### src/rtl/core/tst_pkg.sv
`timescale 1ns / 1ps

package tst_pkg;

    // Default sizing, handed to the top level parameters as their defaults
    localparam int SLOTS_DEF      = 16;
    localparam int STAMP_BITS_DEF = 32;

    // Fixed field widths of the stream words
    localparam int OP_W        = 3;
    localparam int IDX_W       = 4;
    localparam int STATUS_W    = 3;
    localparam int SEQ_W       = 8;
    localparam int NOW_W       = 32;
    localparam int IN_TDATA_W  = 56;
    localparam int OUT_TDATA_W = 8;

    // Slot status codes
    localparam logic [STATUS_W-1:0] ST_FREE    = 3'd0;
    localparam logic [STATUS_W-1:0] ST_PENDING = 3'd1;

    typedef enum logic [OP_W-1:0] {
        OP_INIT       = 3'd0,
        OP_ALLOC      = 3'd1,
        OP_FREE       = 3'd2,
        OP_SET_STATUS = 3'd3,
        OP_SET_SEQ    = 3'd4,
        OP_OLDEST     = 3'd5,
        OP_FIND_SEQ   = 3'd6
    } t_opcode;

    typedef enum logic [2:0] {
        S_IDLE,
        S_SCAN,
        S_DRAIN,
        S_WRITE,
        S_DONE
    } t_state;

    // Search key shared by the sequencer and the compare unit
    typedef struct packed {
        t_opcode             op;
        logic [STATUS_W-1:0] status;
        logic [SEQ_W-1:0]    seq;
        logic [IDX_W-1:0]    skip;
        logic                skip_on;
    } t_cmp_key;

endpackage

### src/rtl/core/tst_ram.sv
`timescale 1ns / 1ps

module tst_ram #(
    parameter int W     = 8,
    parameter int DEPTH = 16,
    parameter int AW    = $clog2(DEPTH)
) (
    input  logic          i_clk,
    input  logic          i_we,
    input  logic [AW-1:0] i_waddr,
    input  logic [W-1:0]  i_wdata,
    input  logic [AW-1:0] i_raddr,
    output logic [W-1:0]  o_rdata
);

    logic [W-1:0] r_mem [DEPTH];
    logic [W-1:0] r_rdata;

    // One write port, one registered read port
    always_ff @(posedge i_clk) begin
        if (i_we) begin
            r_mem[i_waddr] <= i_wdata;
        end
        r_rdata <= r_mem[i_raddr];
    end

    assign o_rdata = r_rdata;

endmodule

### src/rtl/core/tst_cmp.sv
`timescale 1ns / 1ps

module tst_cmp #(
    parameter int IW         = 4,
    parameter int STAMP_BITS = tst_pkg::STAMP_BITS_DEF
) (
    input  tst_pkg::t_cmp_key              i_key,
    input  logic [IW-1:0]                  i_row_idx,
    input  logic [tst_pkg::STATUS_W-1:0]   i_row_status,
    input  logic [tst_pkg::SEQ_W-1:0]      i_row_seq,
    input  logic [STAMP_BITS-1:0]          i_row_stamp,
    input  logic                           i_best_found,
    input  logic [STAMP_BITS-1:0]          i_best_stamp,
    output logic                           o_take
);

    localparam int CW = ((IW > tst_pkg::IDX_W) ? IW : tst_pkg::IDX_W) + 1;

    logic w_skipped;
    logic w_older;

    // Skip index beyond the pool never equals a real slot
    assign w_skipped = i_key.skip_on && (CW'(i_row_idx) == CW'(i_key.skip));
    // Strict compare keeps the lowest index on a tie
    assign w_older   = !i_best_found || (i_row_stamp < i_best_stamp);

    // One slot per call: decide whether it replaces the current pick
    always_comb begin
        o_take = 1'b0;
        unique case (i_key.op)
            tst_pkg::OP_ALLOC: begin
                o_take = !i_best_found && (i_row_status == tst_pkg::ST_FREE);
            end
            tst_pkg::OP_OLDEST: begin
                o_take = (i_row_status == i_key.status) && w_older;
            end
            tst_pkg::OP_FIND_SEQ: begin
                o_take = !i_best_found && !w_skipped &&
                         (i_row_status != tst_pkg::ST_FREE) &&
                         (i_row_seq == i_key.seq);
            end
            default: begin
                o_take = 1'b0;
            end
        endcase
    end

endmodule

### src/rtl/core/transaction_slot_table.sv
`timescale 1ns / 1ps

// Channel  Dir  Handshake               Payload
// s        in   i_s_tvalid/o_s_tready   tuser: opcode; tdata: slot, status, seq, skip, now
// m        out  o_m_tvalid/i_m_tready   tuser: found;  tdata: result index
//
// Search opcodes (alloc, get oldest, find sequence) scan the whole pool for each word:
// the scan reads one slot per cycle from the slot RAMs through a single compare unit.
// Other opcodes go straight to write-back. A new word is taken only while the sequencer is idle.
// Reset (i_rst_n low, synchronous) frees every slot at once through per-slot valid bits.
// A stalled result waits in the output register; the scan of a following word is held
// at its end until that register frees up.

module transaction_slot_table #(
    parameter int SLOTS      = tst_pkg::SLOTS_DEF,
    parameter int STAMP_BITS = tst_pkg::STAMP_BITS_DEF
) (
    input  logic                              i_clk,
    input  logic                              i_rst_n,
    input  logic                              i_s_tvalid,
    output logic                              o_s_tready,
    // [3:0] slot_index, [6:4] status_code, [14:7] seq_number, [18:15] skip_index,
    // [19] skip_valid, [51:20] now, [55:52] zero
    input  logic [tst_pkg::IN_TDATA_W-1:0]    i_s_tdata,
    // [2:0] opcode
    input  logic [tst_pkg::OP_W-1:0]          i_s_tuser,
    output logic                              o_m_tvalid,
    input  logic                              i_m_tready,
    // [3:0] result_index, [7:4] zero
    output logic [tst_pkg::OUT_TDATA_W-1:0]   o_m_tdata,
    // [0] found
    output logic                              o_m_tuser
);

    localparam int IW = $clog2(SLOTS);
    localparam int CW = ((IW > tst_pkg::IDX_W) ? IW : tst_pkg::IDX_W) + 1;
    localparam int SW = tst_pkg::STATUS_W;
    localparam int QW = tst_pkg::SEQ_W;

    tst_pkg::t_state   r_state, n_state;
    tst_pkg::t_cmp_key r_key;
    logic [tst_pkg::IDX_W-1:0] r_slot;
    logic [STAMP_BITS-1:0]     r_now;
    logic [IW-1:0]             r_cnt;

    logic                  r_pipe_vld;
    logic [IW-1:0]         r_pipe_idx;
    logic                  r_pipe_stv, r_pipe_sqv, r_pipe_tmv;

    logic                  r_found;
    logic [IW-1:0]         r_hit;
    logic [STAMP_BITS-1:0] r_best_stamp;

    logic [SLOTS-1:0]      r_st_vld, r_sq_vld, r_tm_vld;

    logic                  r_out_vld;
    logic                  r_out_found;
    logic [tst_pkg::IDX_W-1:0] r_out_idx;

    logic                  w_accept, w_out_free, w_take, w_in_range;
    logic [CW-1:0]         w_slot_ext, w_hit_ext;
    logic [SW-1:0]         w_st_q, w_row_status;
    logic [QW-1:0]         w_sq_q, w_row_seq;
    logic [STAMP_BITS-1:0] w_tm_q, w_row_stamp;

    logic                  st_we, sq_we, tm_we, init_clr;
    logic [IW-1:0]         waddr;
    logic [SW-1:0]         st_wdata;
    logic [QW-1:0]         sq_wdata;
    logic [STAMP_BITS-1:0] tm_wdata;

    assign o_s_tready = (r_state == tst_pkg::S_IDLE);
    assign w_accept   = i_s_tvalid && o_s_tready;
    assign w_out_free = !r_out_vld || i_m_tready;

    assign w_slot_ext = CW'(r_slot);
    assign w_in_range = (w_slot_ext < CW'(SLOTS));
    assign w_hit_ext  = CW'(r_hit);

    // Slot stores, one read per scan cycle
    tst_ram #(.W(SW), .DEPTH(SLOTS)) u_st_ram (
        .i_clk   (i_clk),
        .i_we    (st_we),
        .i_waddr (waddr),
        .i_wdata (st_wdata),
        .i_raddr (r_cnt),
        .o_rdata (w_st_q)
    );

    tst_ram #(.W(QW), .DEPTH(SLOTS)) u_sq_ram (
        .i_clk   (i_clk),
        .i_we    (sq_we),
        .i_waddr (waddr),
        .i_wdata (sq_wdata),
        .i_raddr (r_cnt),
        .o_rdata (w_sq_q)
    );

    tst_ram #(.W(STAMP_BITS), .DEPTH(SLOTS)) u_tm_ram (
        .i_clk   (i_clk),
        .i_we    (tm_we),
        .i_waddr (waddr),
        .i_wdata (tm_wdata),
        .i_raddr (r_cnt),
        .o_rdata (w_tm_q)
    );

    // Entries never written read as their reset value
    assign w_row_status = r_pipe_stv ? w_st_q : tst_pkg::ST_FREE;
    assign w_row_seq    = r_pipe_sqv ? w_sq_q : '0;
    assign w_row_stamp  = r_pipe_tmv ? w_tm_q : '0;

    tst_cmp #(.IW(IW), .STAMP_BITS(STAMP_BITS)) u_cmp (
        .i_key        (r_key),
        .i_row_idx    (r_pipe_idx),
        .i_row_status (w_row_status),
        .i_row_seq    (w_row_seq),
        .i_row_stamp  (w_row_stamp),
        .i_best_found (r_found),
        .i_best_stamp (r_best_stamp),
        .o_take       (w_take)
    );

    // State register
    always_ff @(posedge i_clk) begin
        if (!i_rst_n) begin
            r_state <= tst_pkg::S_IDLE;
        end else begin
            r_state <= n_state;
        end
    end

    // Next state and write-back controls
    always_comb begin
        n_state  = r_state;
        st_we    = 1'b0;
        sq_we    = 1'b0;
        tm_we    = 1'b0;
        init_clr = 1'b0;
        waddr    = w_slot_ext[IW-1:0];
        st_wdata = r_key.status;
        sq_wdata = r_key.seq;
        tm_wdata = r_now;
        unique case (r_state)
            tst_pkg::S_IDLE: begin
                if (w_accept) begin
                    case (tst_pkg::t_opcode'(i_s_tuser))
                        tst_pkg::OP_ALLOC, tst_pkg::OP_OLDEST,
                        tst_pkg::OP_FIND_SEQ: n_state = tst_pkg::S_SCAN;
                        default:              n_state = tst_pkg::S_WRITE;
                    endcase
                end
            end
            tst_pkg::S_SCAN: begin
                if (r_cnt == IW'(SLOTS - 1)) begin
                    n_state = tst_pkg::S_DRAIN;
                end
            end
            tst_pkg::S_DRAIN: begin
                n_state = tst_pkg::S_WRITE;
            end
            tst_pkg::S_WRITE: begin
                n_state = tst_pkg::S_DONE;
                unique case (r_key.op)
                    tst_pkg::OP_INIT: begin
                        init_clr = 1'b1;
                    end
                    tst_pkg::OP_ALLOC: begin
                        waddr    = r_hit;
                        st_we    = r_found;
                        st_wdata = tst_pkg::ST_PENDING;
                    end
                    tst_pkg::OP_FREE: begin
                        st_we    = w_in_range;
                        sq_we    = w_in_range;
                        tm_we    = w_in_range;
                        st_wdata = tst_pkg::ST_FREE;
                        sq_wdata = '0;
                        tm_wdata = '0;
                    end
                    tst_pkg::OP_SET_STATUS: begin
                        st_we = w_in_range;
                    end
                    tst_pkg::OP_SET_SEQ: begin
                        sq_we = w_in_range;
                    end
                    tst_pkg::OP_OLDEST: begin
                        waddr = r_hit;
                        tm_we = r_found;
                    end
                    default: begin
                        init_clr = 1'b0;
                    end
                endcase
            end
            tst_pkg::S_DONE: begin
                if (w_out_free) begin
                    n_state = tst_pkg::S_IDLE;
                end
            end
            default: begin
                n_state = tst_pkg::S_IDLE;
            end
        endcase
    end

    // Word capture and scan counter
    always_ff @(posedge i_clk) begin
        if (!i_rst_n) begin
            r_cnt      <= '0;
            r_pipe_vld <= 1'b0;
        end else begin
            r_pipe_vld <= (r_state == tst_pkg::S_SCAN);
            if (r_state == tst_pkg::S_SCAN) begin
                r_cnt <= (r_cnt == IW'(SLOTS - 1)) ? '0 : r_cnt + 1'b1;
            end
        end
        if (w_accept) begin
            r_key.op      <= tst_pkg::t_opcode'(i_s_tuser);
            r_slot        <= i_s_tdata[3:0];
            r_key.status  <= i_s_tdata[6:4];
            r_key.seq     <= i_s_tdata[14:7];
            r_key.skip    <= i_s_tdata[18:15];
            r_key.skip_on <= i_s_tdata[19];
            r_now         <= STAMP_BITS'(i_s_tdata[51:20]);
        end
        r_pipe_idx <= r_cnt;
        r_pipe_stv <= r_st_vld[r_cnt];
        r_pipe_sqv <= r_sq_vld[r_cnt];
        r_pipe_tmv <= r_tm_vld[r_cnt];
    end

    // Running pick of the scan
    always_ff @(posedge i_clk) begin
        if (!i_rst_n) begin
            r_found <= 1'b0;
            r_hit   <= '0;
        end else if (w_accept) begin
            r_found <= 1'b0;
            r_hit   <= '0;
        end else if (r_pipe_vld && w_take) begin
            r_found <= 1'b1;
            r_hit   <= r_pipe_idx;
        end
        if (r_pipe_vld && w_take) begin
            r_best_stamp <= w_row_stamp;
        end
    end

    // Per-slot written marks; init drops only the status marks
    always_ff @(posedge i_clk) begin
        if (!i_rst_n) begin
            r_st_vld <= '0;
            r_sq_vld <= '0;
            r_tm_vld <= '0;
        end else begin
            if (init_clr) begin
                r_st_vld <= '0;
            end else if (st_we) begin
                r_st_vld[waddr] <= 1'b1;
            end
            if (sq_we) begin
                r_sq_vld[waddr] <= 1'b1;
            end
            if (tm_we) begin
                r_tm_vld[waddr] <= 1'b1;
            end
        end
    end

    // Output register
    always_ff @(posedge i_clk) begin
        if (!i_rst_n) begin
            r_out_vld <= 1'b0;
        end else if (r_state == tst_pkg::S_DONE && w_out_free) begin
            r_out_vld <= 1'b1;
        end else if (i_m_tready) begin
            r_out_vld <= 1'b0;
        end
        if (r_state == tst_pkg::S_DONE && w_out_free) begin
            r_out_found <= r_found;
            r_out_idx   <= w_hit_ext[tst_pkg::IDX_W-1:0];
        end
    end

    assign o_m_tvalid = r_out_vld;
    assign o_m_tuser  = r_out_found;
    assign o_m_tdata  = tst_pkg::OUT_TDATA_W'(r_out_idx);

`ifndef SYNTHESIS
    a_init_clears: assert property (@(posedge i_clk) disable iff (!i_rst_n)
        (r_state == tst_pkg::S_WRITE && r_key.op == tst_pkg::OP_INIT) |=> (r_st_vld == '0))
        else $error("init left a slot marked in use");

    a_nosearch_nofound: assert property (@(posedge i_clk) disable iff (!i_rst_n)
        (r_state == tst_pkg::S_DONE && r_key.op != tst_pkg::OP_ALLOC &&
         r_key.op != tst_pkg::OP_OLDEST && r_key.op != tst_pkg::OP_FIND_SEQ) |-> !r_found)
        else $error("non-search word reports a hit");

    a_miss_index_zero: assert property (@(posedge i_clk) disable iff (!i_rst_n)
        (o_m_tvalid && !o_m_tuser) |-> (o_m_tdata == '0))
        else $error("miss carries a nonzero index");

    a_pipe_in_scan: assert property (@(posedge i_clk) disable iff (!i_rst_n)
        r_pipe_vld |-> (r_state == tst_pkg::S_SCAN || r_state == tst_pkg::S_DRAIN))
        else $error("slot compare outside of a scan");
`endif

endmodule

### config.mk
export PLATFORM = sky130hd
export DESIGN_NAME = transaction_slot_table
export DESIGN_NICKNAME = d
export VERILOG_FILES = /design/src/rtl/core/tst_pkg.sv /design/src/rtl/core/tst_ram.sv /design/src/rtl/core/tst_cmp.sv /design/src/rtl/core/transaction_slot_table.sv
export SDC_FILE = /design/constraint.sdc
export NUM_CORES = 1
export LEC_CHECK = 0
export ABC_CLOCK_PERIOD_IN_PS = 3740
export BUFFER_PORTS_ARGS = -buffer_cell sky130_fd_sc_hd__clkbuf_2
export CORE_UTILIZATION = 35
export CTS_CLUSTER_SIZE = 30
export DETAILED_ROUTE_END_ITERATION = 7
export GPL_ROUTABILITY_DRIVEN = 1
export GPL_TIMING_DRIVEN = 0
export MAX_ROUTING_LAYER = met4
export PLACE_DENSITY = 0.52
export SYNTH_ARGS = -nofsm -noshare
export SYNTH_HDL_FRONTEND = slang
export SYNTH_SLANG_ARGS = --single-unit
### constraint.sdc
create_clock -name i_clk -period 3.74 [get_ports i_clk]
set_input_delay 0.748 -clock i_clk [delete_from_list [all_inputs] [get_ports i_clk]]
set_output_delay 0.748 -clock i_clk [all_outputs]
set_load 0.005 [all_outputs]
==> impl_metrics.yaml <==
pwr:
  powerDensity_nw_per_um2: 552
  peakVddDrop_uv: 387
  total_leakage_power_nw: 12.5
  total_power_mw: 21.9
synthesis:
  async_flop_share_pct: 0
  synth_cells: 1648
  syn_area_um2: 34000
  ys_top_cells_by_area: "edfxtp_1, mux4_2, dfxtp_1"
  synth_warnings: 0
  ys.flop_type: "edfxtp_1"
  synth.yosys.seq_area_share_pct: 75.4
  ys_ff_latch: 892
  synth-edff-count: 780
  syn_area_per_cell_um2: 20.7
  yosys.area.top_type_share_pct: 68.8
  synth.distinct_cells: 57
  synth_top_cell_by_area: "edfxtp_1"
floorplan:
  floorplan.initialDensity_pct: 35.2
  rows: 114
  die_y_um: 314
  fp.dieArea_um2: 98500
  core_um2: 96600
  die-width_um: 314
  ios: 74
global_routing:
  grt_pass1_vias: 17400
  grt-ovfl-total: 0
  grt.total_usage_pct: 18.1
  grt_pass1_wl_um: 122000
  antenna_found_initial: 2
  grt_max_degree: 33
critical_path:
  crit_arrival_ps: 3930
  path_max_fanout: 16
  required_ps: 4110
  path_class: "flop to flop"
  worst_setup_path_start_kind: "flop"
  reg2reg_depth: 10
  endpoint_kind: "flop"
clock_network:
  cts_tree: "done"
  cts.htree.levels: 3
  clock_latency_ps: 660
  clockBufferDepth: 3
  cts_root_buf: "clkbuf_16"
  clkTransAtPathRegs_ps: 60
  cts_sinks: 892
  cts_buffers: 97
sta:
  drv_slew: 0
  period_minus_slack_ps: 3560
  max_freq_ghz: 0.281
  tightest_slew_ps: 1400
  rsz0062_at_grt: "false"
  setup_viol: 0
  layout_setup_ws_ps: 180
  slew_headroom_pct: 6.01
  clock_skew_ps: 23.6
  hold_viol: 0
  fin_crit_sh_pct: 95.2
placed_design:
  gp_congestion: 0.810
  dp_hpwl_um: 53300
  port-buffer-count: 65
  dp_slack_ps: -1240
  placed_cell_area_um2: 36500
finish:
  final_common_cell: "edfxtp_1"
  fin_area_um2: 39800
  drive_above_1_share_pct: 27.0
  area_delta_synth_final_pct: 16.8
  utilization_pct: 41.2
  final_cell_mix: "edfxtp_1, mux4_2, dfxtp_1"
  nets: 1938
drt:
  drt_pass1_iterations: 7
  post-route-drc-count: 0
  first_iter_violations: 1697
  ant_nets: 0
  viasPerCell: 5.17
  via_count: 16500
  wl_um: 85300
  avgRoutedWirePerCell_um: 26.6
hold_path:
  min_path_type: "primary input to flop"
  whs_path_depth: 1
job:
  cap_violations: 0
run_status:
  status: "finished clean"
==> cell usage after synthesis, drive strengths merged, types with 9 or more instances <==
cell type and number:
edfxtp 780, mux4 230, dfxtp 112, and2 79, nor2 61, o21a 51
clkbuf 45, buf 39, inv 35, nand2 34, ha 32, a31oi 18
a21oi 17, nor3 16, o21ai 10, nand2b 9, nor2b 9
==> stage by stage <==
stage               TNS (ps)  hold slack [ps]  cells
detailed placement    -39560              347   3013
CTS                        0              210   3198
global placement    -1231970              340   2992
global route               0              227   3201
finish                     0              259   3203
floorplan                  0              329   1651
==> power by group <==
group	total [mW]	internal, mW	switching (mW)
Combinational	1.37	0.572	0.794
Clock	9.40	5.58	3.82
Sequential	11.2	11.1	0.0937
==> kinds of logic after synthesis <==
family	Yosys count	synth area share, %
compound gates	118	2.47
xor+xnor	10	0.257
fa+ha+maj	32	1.18
buf+inv	119	1.48
flops	892	75.4
mux	237	15.4
other cells	1	0.0110
simple gates	239	3.76
==> area by class of cell <==
cell class                 instances  area [um^2]
clock inverter                    43          429
fill                            8409        56800
buffer                            84          378
sequential                       892        25700
antenna                            2         5.00
timing repair buffer              92          827
multi-input combinational        640         8020
clock buffer                     138         2710
timing repair inverter             1         7.51
tap                             1276         1600
inverter                          35          135
==> registers in the layout, indices dropped and copies added, names as in the netlist, 3 cells and up <==
signal and count:
r_sq_vld 16, r_st_vld 16, r_now 32, u_st_ram.o_rdata 3, u_sq_ram.r_mem 128, r_tm_vld 16
r_pipe_idx 4, r_best_stamp 32, r_cnt 4, u_sq_ram.o_rdata 8, r_hit 4, r_key 19
r_state 3, r_slot 4, r_out_idx 4, u_tm_ram.o_rdata 32, u_st_ram.r_mem 48, u_tm_ram.r_mem 512
==> critical path: stages, from the launching register on <==
cell and delay [ps]:
dfxtp_1 440, clkbuf_1 480, and2_1 240, ha_1 130, nand4_1 100, or4_1 630
a211oi_1 370, nor3_4 130, o21bai_4 370, clkinvlp_4 140, buf_4 230
==> what timing repair did <==
item	CTS	global route
resized for setup	6	3
setup buffers	3	0
pin swaps	0	1
endpoints found under the setup margin	32	28
hold buffers	0	0
cloned	1	0
==> layer usage <==
metal  part of all wire, %  up-vias  wire length [um]  track usage [%]
li1                      -     7109                 -                -
met1                    43     8869             36600             23.2
met2                    50      426             42400             29.5
met3                   4.4      144              3770             2.62
met4                   3.0        0              2580             6.39
met5                     0        -                 0                -
==> worst paths after layout <==
path                               from                         end  slack [ps]
setup / recovery     r_pipe_tmv$_DFF_P_  r_best_stamp[21]$_DFFE_PP_         180
hold / removal             i_s_tdata[8]          r_key[6]$_DFFE_PP_         260
setup reg to reg     r_pipe_tmv$_DFF_P_  r_best_stamp[21]$_DFFE_PP_         180
hold reg to reg   r_cnt[3]$_SDFFE_PN0P_       r_pipe_idx[3]$_DFF_P_         350
Note: power is estimated with default switching activity, not from simulation.
